[config.mk]
export PLATFORM = sky130hd
export DESIGN_NAME = decimal_keypad_calculator
export DESIGN_NICKNAME = d
export VERILOG_FILES = /design/src/rtl/core/dkc_pkg.sv /design/src/rtl/core/dkc_front.sv /design/src/rtl/core/dkc_back.sv /design/src/rtl/core/decimal_keypad_calculator.sv
export SDC_FILE = /design/constraint.sdc
export NUM_CORES = 1
export LEC_CHECK = 0
export ABC_CLOCK_PERIOD_IN_PS = 10200
export BUFFER_PORTS_ARGS = -buffer_cell sky130_fd_sc_hd__buf_4
export CORE_ASPECT_RATIO = 1.4
export CORE_MARGIN = 2
export CORE_UTILIZATION = 25
export DETAILED_ROUTE_END_ITERATION = 8
export GPL_TIMING_DRIVEN = 0
export MAX_ROUTING_LAYER = met4
export PLACE_DENSITY = 0.38
export SLEW_MARGIN = 40
export SYNTH_ARGS = -nofsm -noshare
export SYNTH_HDL_FRONTEND = slang
export SYNTH_SLANG_ARGS = --single-unit
[constraint.sdc]
create_clock -name clk -period 10.2 [get_ports clk]
set_input_delay 2.04 -clock clk [delete_from_list [all_inputs] [get_ports clk]]
set_output_delay 2.04 -clock clk [all_outputs]
set_load 0.005 [all_outputs]
[src/rtl/core/dkc_pkg.sv]
// ----------------------------------------------------------------------------
// dkc_pkg
// shared types and codes of the keypad calculator
// ----------------------------------------------------------------------------
package dkc_pkg;

  localparam logic [1:0] OPC_DIGIT  = 2'd0;
  localparam logic [1:0] OPC_OP     = 2'd1;
  localparam logic [1:0] OPC_CANCEL = 2'd2;
  localparam logic [1:0] OPC_RESET  = 2'd3;

  localparam logic [2:0] KEY_ADD   = 3'd0;
  localparam logic [2:0] KEY_SUB   = 3'd1;
  localparam logic [2:0] KEY_MUL   = 3'd2;
  localparam logic [2:0] KEY_DIV   = 3'd3;
  localparam logic [2:0] KEY_EQUAL = 3'd4;
  localparam logic [2:0] NONE_PENDING = 3'd4;

  localparam logic [1:0] ACT_CLEAR = 2'd0;
  localparam logic [1:0] ACT_DIGIT = 2'd1;
  localparam logic [1:0] ACT_MINUS = 2'd2;
  localparam logic [1:0] ACT_ERROR = 2'd3;

  localparam logic [3:0] MAX_DIGIT = 4'd9;

  // classified command passed from front to back
  typedef enum logic [2:0] {
    CMD_DIGIT  = 3'd0,
    CMD_OPKEY  = 3'd1,
    CMD_CANCEL = 3'd2,
    CMD_RESET  = 3'd3,
    CMD_EQUAL  = 3'd4
  } cmd_kind_t;

  typedef struct packed {
    cmd_kind_t  kind;
    logic [3:0] digit;
    logic [2:0] key;
  } cmd_t;

endpackage

[src/rtl/core/dkc_front.sv]
// ----------------------------------------------------------------------------
// dkc_front
// accepts keypad events, drops meaningless ones, queues classified commands
// ----------------------------------------------------------------------------
module dkc_front import dkc_pkg::*; (
  input  logic       clk,
  input  logic       rst,
  input  logic       in_valid,
  output logic       in_stall,
  input  logic [1:0] opcode,
  input  logic [3:0] digit_value,
  input  logic [2:0] op_key,
  output logic       cmd_valid,
  input  logic       cmd_take,
  output cmd_t       cmd
);

  // two-entry queue
  cmd_t       q [2];
  logic       wr_ptr, rd_ptr;
  logic [1:0] count;
  logic       push, pop, keep;
  cmd_t       cls;

  always_comb begin
    cls.kind  = CMD_DIGIT;
    cls.digit = digit_value;
    cls.key   = op_key;
    keep      = 1'b1;
    unique case (opcode)
      OPC_DIGIT: begin
        cls.kind = CMD_DIGIT;
        keep     = (digit_value <= MAX_DIGIT);
      end
      OPC_OP: begin
        cls.kind = (op_key == KEY_EQUAL) ? CMD_EQUAL : CMD_OPKEY;
        keep     = (op_key <= KEY_EQUAL);
      end
      OPC_CANCEL: cls.kind = CMD_CANCEL;
      OPC_RESET:  cls.kind = CMD_RESET;
      default:    keep = 1'b0;
    endcase
  end

  assign in_stall  = (count == 2'd2);
  assign push      = in_valid && !in_stall && keep;
  assign cmd_valid = (count != 2'd0);
  assign pop       = cmd_valid && cmd_take;
  assign cmd       = q[rd_ptr];

  always_ff @(posedge clk) begin
    if (push) q[wr_ptr] <= cls;
  end

  always_ff @(posedge clk) begin
    if (rst) begin
      wr_ptr <= 1'b0;
      rd_ptr <= 1'b0;
      count  <= 2'd0;
    end else begin
      if (push) wr_ptr <= ~wr_ptr;
      if (pop)  rd_ptr <= ~rd_ptr;
      count <= count + {1'b0, push} - {1'b0, pop};
    end
  end

endmodule

[src/rtl/core/dkc_back.sv]
// ----------------------------------------------------------------------------
// dkc_back
// executes commands: operand entry, arithmetic, serial divide, decimal output
// ----------------------------------------------------------------------------
module dkc_back import dkc_pkg::*; #(
  parameter int W = 32
) (
  input  logic       clk,
  input  logic       rst,
  input  logic       cmd_valid,
  output logic       cmd_take,
  input  cmd_t       cmd,
  output logic       out_valid,
  input  logic       out_stall,
  output logic [1:0] display_action,
  output logic [3:0] shown_digit,
  output logic       last
);

  localparam int CW  = $clog2(W + 1);
  localparam int ND  = (W * 30103) / 100000 + 2; // digits of 2^(W-1), plus slack
  localparam int DW  = $clog2(ND + 1);

  typedef enum logic [8:0] {
    S_IDLE  = 9'b000000001,
    S_EMIT  = 9'b000000010,
    S_MUL   = 9'b000000100,
    S_DIV   = 9'b000001000,
    S_FIX   = 9'b000010000,
    S_CONV  = 9'b000100000,
    S_CDIV  = 9'b001000000,
    S_SIGN  = 9'b010000000,
    S_DIGS  = 9'b100000000
  } state_t;

  state_t state;

  logic [W-1:0] first_value, second_value;
  logic [2:0]   pending_op;

  // shift/subtract divider: divides num by den one bit a cycle
  logic [W-1:0] num, quo;
  logic [W-1:0] den;
  logic [W:0]   rem;
  logic [CW-1:0] bitcnt;
  logic         neg_res;

  // multiply by shift-add
  logic [W-1:0] acc, mcand, mplier;

  // decimal digits, built by shift-and-add-3
  logic [4*ND-1:0] bcd;
  logic [4*ND-1:0] bcd_adj;
  logic [DW-1:0] ndig;
  logic [DW-1:0] sig_cnt;
  logic [DW-1:0] top_idx;
  logic [W-1:0] conv;
  logic         neg_show;

  // output register
  logic [1:0]   act_r;
  logic [3:0]   dig_r;
  logic         last_r;
  logic         ovalid;
  logic         out_free;
  logic         out_load;

  logic [W:0]   rem_sh;

  assign out_valid      = ovalid;
  assign display_action = act_r;
  assign shown_digit    = dig_r;
  assign last           = last_r;
  assign cmd_take       = (state == S_IDLE) && !ovalid;

  assign rem_sh = {rem[W-1:0], num[W-1]};

  function automatic logic [W-1:0] mag(input logic [W-1:0] v);
    mag = v[W-1] ? (~v + 1'b1) : v;
  endfunction

  function automatic logic [4*ND-1:0] dd_adj(input logic [4*ND-1:0] v);
    dd_adj = v;
    for (int i = 0; i < ND; i++) begin
      if (v[4*i +: 4] >= 4'd5) dd_adj[4*i +: 4] = v[4*i +: 4] + 4'd3;
    end
  endfunction

  assign bcd_adj = dd_adj(bcd);
  assign top_idx = ndig - 1'b1;

  // number of significant decimal digits, at least one
  always_comb begin
    sig_cnt = DW'(1);
    for (int i = 1; i < ND; i++) begin
      if (bcd[4*i +: 4] != 4'd0) sig_cnt = DW'(i + 1);
    end
  end

  assign out_free = !ovalid || !out_stall;
  assign out_load = (state == S_IDLE && cmd_valid && !ovalid && cmd.kind != CMD_RESET) ||
                    (state == S_EMIT && out_free) ||
                    (state == S_SIGN && out_free && neg_show) ||
                    (state == S_DIGS && out_free);

  always_ff @(posedge clk) begin
    if (rst) begin
      ovalid <= 1'b0;
    end else if (out_load) begin
      ovalid <= 1'b1;
    end else if (!out_stall) begin
      ovalid <= 1'b0;
    end
  end

  always_ff @(posedge clk) begin
    if (rst) begin
      state        <= S_IDLE;
      first_value  <= '0;
      second_value <= '0;
      pending_op   <= NONE_PENDING;
    end else begin
      unique case (state)
        S_IDLE: begin
          if (cmd_valid && !ovalid) begin
            unique case (cmd.kind)
              CMD_DIGIT: begin
                if (pending_op == NONE_PENDING)
                  first_value <= (first_value << 3) + (first_value << 1) + W'(cmd.digit);
                else
                  second_value <= (second_value << 3) + (second_value << 1) + W'(cmd.digit);
                act_r <= ACT_DIGIT; dig_r <= cmd.digit; last_r <= 1'b1;
              end
              CMD_CANCEL: begin
                if (pending_op == NONE_PENDING) first_value <= '0;
                else second_value <= '0;
                act_r <= ACT_CLEAR; dig_r <= '0; last_r <= 1'b1;
              end
              CMD_RESET: begin
                first_value  <= '0;
                second_value <= '0;
                pending_op   <= NONE_PENDING;
              end
              CMD_OPKEY: begin
                pending_op <= cmd.key;
                act_r <= ACT_CLEAR; dig_r <= '0; last_r <= 1'b1;
              end
              CMD_EQUAL: begin
                act_r <= ACT_CLEAR; dig_r <= '0; last_r <= 1'b0;
                if (pending_op == NONE_PENDING) begin
                  state <= S_EMIT;
                end else if (pending_op == KEY_DIV && second_value == '0) begin
                  second_value <= '0;
                  pending_op   <= NONE_PENDING;
                  state <= S_EMIT;
                end else begin
                  unique case (pending_op)
                    KEY_ADD: begin
                      conv <= first_value + second_value;
                      state <= S_FIX;
                    end
                    KEY_SUB: begin
                      conv <= first_value - second_value;
                      state <= S_FIX;
                    end
                    KEY_MUL: begin
                      acc <= '0; mcand <= first_value; mplier <= second_value;
                      bitcnt <= CW'(W);
                      state <= S_MUL;
                    end
                    default: begin
                      num <= mag(first_value); den <= mag(second_value);
                      rem <= '0; bitcnt <= CW'(W);
                      neg_res <= first_value[W-1] ^ second_value[W-1];
                      state <= S_DIV;
                    end
                  endcase
                end
              end
              default: ;
            endcase
          end
        end
        S_EMIT: begin
          // error item after the clear has gone
          if (out_free) begin
            act_r <= ACT_ERROR; dig_r <= '0; last_r <= 1'b1;
            state <= S_IDLE;
          end
        end
        S_MUL: begin
          if (mplier[0]) acc <= acc + mcand;
          mcand  <= mcand << 1;
          mplier <= mplier >> 1;
          bitcnt <= bitcnt - 1'b1;
          if (bitcnt == CW'(1)) begin
            conv  <= mplier[0] ? acc + mcand : acc;
            state <= S_FIX;
          end
        end
        S_DIV: begin
          if (rem_sh >= {1'b0, den}) begin
            rem <= rem_sh - {1'b0, den};
            quo <= {quo[W-2:0], 1'b1};
          end else begin
            rem <= rem_sh;
            quo <= {quo[W-2:0], 1'b0};
          end
          num    <= num << 1;
          bitcnt <= bitcnt - 1'b1;
          if (bitcnt == CW'(1)) state <= S_CONV;
        end
        S_CONV: begin
          conv  <= neg_res ? (~quo + 1'b1) : quo;
          state <= S_FIX;
        end
        S_FIX: begin
          // conv holds the result: store it, start decimal conversion
          first_value  <= conv;
          second_value <= '0;
          pending_op   <= NONE_PENDING;
          neg_show     <= conv[W-1];
          num    <= mag(conv);
          bcd    <= '0;
          bitcnt <= CW'(W);
          state  <= S_CDIV;
        end
        S_CDIV: begin
          // add 3 to every digit of five or more, then shift in the next bit
          bcd    <= {bcd_adj[4*ND-2:0], num[W-1]};
          num    <= num << 1;
          bitcnt <= bitcnt - 1'b1;
          if (bitcnt == CW'(1)) state <= S_SIGN;
        end
        S_SIGN: begin
          if (out_free) begin
            if (neg_show) begin
              act_r <= ACT_MINUS; dig_r <= '0; last_r <= 1'b0;
              neg_show <= 1'b0;
            end
            if (!neg_show) begin
              ndig  <= sig_cnt;
              state <= S_DIGS;
            end
          end
        end
        S_DIGS: begin
          if (out_free) begin
            act_r  <= ACT_DIGIT;
            dig_r  <= bcd[{top_idx, 2'b00} +: 4];
            last_r <= (ndig == DW'(1));
            ndig   <= ndig - 1'b1;
            if (ndig == DW'(1)) state <= S_IDLE;
          end
        end
        default: state <= S_IDLE;
      endcase
    end
  end

endmodule

[src/rtl/core/decimal_keypad_calculator.sv]
// ----------------------------------------------------------------------------
// decimal_keypad_calculator
// four-function integer calculator driven by keypad events
// ----------------------------------------------------------------------------
// A front stage accepts keypad events, drops invalid ones and queues them two
// deep; the back stage executes one at a time. Digit, operation and cancel keys
// give one result each. Equal runs a bit-serial multiply or restoring divide,
// then a shift-and-add-3 decimal conversion, and emits the symbols, waiting while
// the output is stalled; add and subtract skip the first part. An equal with no
// operation pending, or a divide by zero, shows an error instead.
module decimal_keypad_calculator import dkc_pkg::*; #(
  parameter int OPERAND_WIDTH = 32
) (
  input  logic       clk,
  input  logic       rst,
  input  logic       in_valid,
  output logic       in_stall,
  input  logic [1:0] opcode,
  input  logic [3:0] digit_value,
  input  logic [2:0] op_key,
  output logic       out_valid,
  input  logic       out_stall,
  output logic [1:0] display_action,
  output logic [3:0] shown_digit,
  output logic       last
);

  logic cmd_valid, cmd_take;
  cmd_t cmd;

  dkc_front u_front (
    .clk, .rst, .in_valid, .in_stall, .opcode, .digit_value, .op_key,
    .cmd_valid, .cmd_take, .cmd
  );

  dkc_back #(.W(OPERAND_WIDTH)) u_back (
    .clk, .rst, .cmd_valid, .cmd_take, .cmd,
    .out_valid, .out_stall, .display_action, .shown_digit, .last
  );

`ifndef SYNTHESIS
  a_digit_range: assert property (@(posedge clk) disable iff (rst)
    out_valid && display_action == ACT_DIGIT |-> shown_digit <= MAX_DIGIT)
    else $error("digit out of range");
  a_zero_digit: assert property (@(posedge clk) disable iff (rst)
    out_valid && display_action != ACT_DIGIT |-> shown_digit == 4'd0)
    else $error("nonzero digit field");
  a_no_take_busy: assert property (@(posedge clk) disable iff (rst)
    cmd_take |-> !out_valid)
    else $error("command taken while output busy");
`endif

endmodule

==> metrics.md <==
| Metric | Value |
|---|---|
| Critical Path RT | `between 10000 and 15000 ps` |
| Clk sink count | `421` |
| Clock Skew | `48.0 ps` |
| Core area | `~0.12 mm^2` |
| Max Cap Viol | `0` |
| # diodes | `0` |
| FMAX | `157 MHz` |
| Busiest grt layer | `met2` |
| Final wirelength | `112000 um` |
| Reg2reg end | `u_back.conv[31]` |
| HPWL Detailed | `between 80000 and 90000 um` |
| Total grt overflow | `0` |
| Synth warn | `0` |
| Fin Hold WS | `~460 ps` |
| # fillers | `12700` |
| Status | `finished clean` |
| Gr usage total | `18.4%` |
| Buf+Inv Stages, Crit Path | `3` |
| Met2 GRT Util | `33.5%` |
| Mean Syn Cell Area | `9.23 um^2` |
| Hold EP | `u_back.quo[2]` |
| Hold Path Depth | `0` |
| CTS tree | `yes` |
| Syn-to-layout area delta | `14.5%` |
| Die Y | `approximately 410 um` |
| Initial core utilization | `approximately 25%` |
| Worst Min Path Start | `u_back.quo[1]` |
| Top FF cell, synth | `edfxtp_1` |
| Slew of the pin with the lowest slew margin | `918 ps` |
| Peak VDD IR | `0.000155 V` |
| XOR/XNOR Fraction of Synth Area | `8.90%` |
| CP endpoint kind | `register` |
| Root Buffer | `clkbuf_16` |
| Compound-gate portion of the synthesized area | `between 10% and 20%` |
| Met3 GRT Util | `between 1.5 and 2%` |
| Max Root-Sink Buffers | `3` |
| Final-stage net count | `3619` |
| Final Hold Viols | `0` |
| Post-cts hold buffer count | `0` |
| Drt via density | `4.97` |
| Mapped Nets | `approximately 3500` |
| Largest family of logic cells by synthesized area | `compound AO/OA/AOI/OAI gates` |
| Register area share after synthesis | `39.4%` |
| Postcts setup bufs | `0` |
| DIE AREA | `0.123 mm^2` |
| Register area | `roughly 0.012 mm^2` |
| Top-Level Pins | `22` |
| Layout cells sized above 1 | `6.60%` |
| Final period utilization | `62.4%` |
| Post-route antenna net violation count | `0` |
| Static leakage | `0.0137 uW` |
| Port bufs | `21` |
| CP arrival | `roughly 6700 ps` |
| Hold Path Class | `reg -> reg` |
| Reg2reg start | `u_back.second_value[0]` |
| Post-synthesis adder-cell area fraction | `10.6%` |
| Multi-input gate area | `between 0.015 and 0.02 mm^2` |
| Crit path launch type | `register` |
| Post-Syn Area | `roughly 0.030 mm^2` |
| WS Path Type | `reg -> reg` |
| Most frequent cells in the layout | `395 x nand2_1, 339 x edfxtp_1, 320 x nor2_1` |
| R2R Setup Slk | `3840 ps` |
| Pin count of the biggest net entering global routing | `21` |
| Worst slew slack as a fraction of its limit | `38.8%` |
| Number of enable flip-flop cells after synthesis | `339` |
| Critical path peak fanout | `7` |
| GR Util met1 | `20.9%` |
| Most frequent CP cell | `nand2_1` |
| Synth unique cells | `74` |
| Critical path's largest stage delay | `between 400 and 500 ps` |
| Pins Over Slew Limit | `0` |
| Most common cell after layout, fill and taps aside | `nand2_1` |
| Dpl ws | `3920 ps` |
| Final core occ | `28.8%` |
| TritonCTS buffer count | `50` |
| Routed via count | `24800` |
| Register bit total from synthesis | `approximately 420` |
| Post-cts sizing count | `0` |
| RSZ-0062 raised after global routing | `false` |
| Number of global-route vias before repair | `~25000` |
| Die width | `297 um` |
| DRC Markers | `0` |
| Final worst setup slack | `3840 ps` |
| Worst-Skew Late Latency | `640 ps` |
| Clock transition at path regs | `60 ps` |
| # rows | `150` |
| Antenna violations before repair | `1` |
| Critical path's top delay family | `simple AND/OR/NAND/NOR gates` |
| First-pass GRT wire length | `between 150000 and 200000 um` |
| Ys async rst share | `0%` |
| Average routed wire per standard cell | `22.4 um` |
| Fraction of the mapped netlist area in simple logic gates | `17.0%` |
| H-tree Lvls | `2` |
| PD cells | `between 200 and 250 mW/mm^2` |
| Fin crit period | `6360 ps` |
| CP cell instances | `inv_1, ha_1, nand2_1, or2_1, or3_1, buf_2, or4_4, or3_4, or3_4, nand2_1, xor2_1, ha_1, clkbuf_1, nand4_1, o311a_1, nor3_1, nand2_1, o31ai_1, xnor2_1, a221o_1` |
| Final GP Congestion | `0.869` |
| Multiplexer share of the synthesized area | `around 3.4%` |
| Slowest-stage cell, CP | `or4_4` |
| Final setup violation count | `0` |
| FF-to-FF path depth | `20` |
| Starting DRC count in detailed routing | `1352` |
| Syn Inst Count | `3252` |
| Drt pass-1 iters | `5` |
power by group:
group | switching, uW | internal (uW)
Sequential | 180 | 2080
Combinational | 2290 | 1460
Clock | 824 | 1060
Total | 3290 | 4610
worst max-delay path by stage:
| stage | from | endpoint | slack [ps] | depth (start not counted) |
|---|---|---|---|---|
| CTS | u_back.second_value[0] | u_back.conv[31] | 3850 | 20 |
| global placement | register | u_back.mcand[25] | -1380 | 8 |
| detailed placement | u_back.second_value[0] | u_back.conv[30] | 3920 | 20 |
| global route | u_back.second_value[0] | u_back.conv[31] | 3470 | 20 |
| floorplan | rst | u_back.acc[0] | 2700 | 3 |
| finish | u_back.second_value[0] | u_back.conv[31] | 3840 | 20 |
routing by layer:
| layer | share of wire [%] | vias up |
|---|---|---|
| li1 | - | 12100 |
| met2 | 52 | 396 |
| met3 | 2.8 | 127 |
| met5 | 0 | - |
| met1 | 41 | 12200 |
| met4 | 3.6 | 0 |
Yosys cell counts (20+ instances only):
| library cell | instances | area share, % |
|---|---|---|
| o21ai_0 | 201 | 3.4 |
| inv_1 | 134 | 1.7 |
| clkbuf_1 | 121 | 1.5 |
| nand2b_1 | 38 | 0.79 |
| nor3_1 | 83 | 1.4 |
| or3_1 | 31 | 0.65 |
| nor2_1 | 321 | 4.0 |
| o21bai_1 | 21 | 0.53 |
| ha_1 | 243 | 10 |
| a31oi_1 | 32 | 0.67 |
| nand2_1 | 395 | 4.9 |
| o31ai_1 | 42 | 1.1 |
| o41ai_1 | 21 | 0.61 |
| xnor2_1 | 191 | 5.6 |
| a211oi_1 | 26 | 0.65 |
| o21a_1 | 20 | 0.50 |
| and3_1 | 20 | 0.42 |
| nand3_1 | 50 | 0.83 |
| a21o_1 | 65 | 1.6 |
| nor2b_1 | 33 | 0.69 |
| a21oi_1 | 203 | 3.4 |
| a221oi_1 | 28 | 0.82 |
| nand4_1 | 22 | 0.46 |
| a22oi_1 | 41 | 1.0 |
| edfxtp_1 | 339 | 34 |
| mux2i_1 | 75 | 2.5 |
| xor2_1 | 114 | 3.3 |
| dfxtp_1 | 82 | 5.5 |
| or4_1 | 24 | 0.60 |
state kept, by name (all words and copies together), names as in the netlist, 2 cells and up, named ones only:
name                   cells
u_back.shown_digit         4
u_back.num                32
u_back.second_value       32
u_front.count              2
u_back.den                32
u_front.q                 20
u_back.quo                32
u_back.mcand              32
u_back.ndig                4
u_back.first_value        32
u_back.pending_op          3
u_back.acc                32
u_back.display_action      2
u_back.bitcnt              6
u_back.state               9
u_back.mplier             32
u_back.bcd                44
u_back.rem                32
u_back.conv               32
logic make-up after synthesis:
kind of cell	count (synthesis)
AOI/OAI and AO/OA	807
xor gates and xnor gates	305
adders and majority gates	251
buffers and inverters	272
DFF	421
muxes	90
and+or+nand+nor	1106
cell type report:
class / instances / area share, %
tap: 1596 / 5.81
inverter: 134 / 1.46
multi-input combinational: 2559 / 50.4
buffer: 138 / 1.60
timing repair buffer: 52 / 1.53
clock inverter: 27 / 0.838
clock buffer: 65 / 4.00
sequential: 421 / 34.4
stage by stage:
step,instances,cell area [um^2],TNS (ps),total power (uW)
5_1_grt,4992,34400,0,8380
3_3_place_gp,4869,32200,-129750,6000
2_1_floorplan,3252,30000,0,4790
4_1_cts,4991,34300,0,7930
3_5_place_dp,4899,32700,0,5990
6_report,4992,34400,0,7890
No activity file was read; power rests on OpenSTA's default activity.
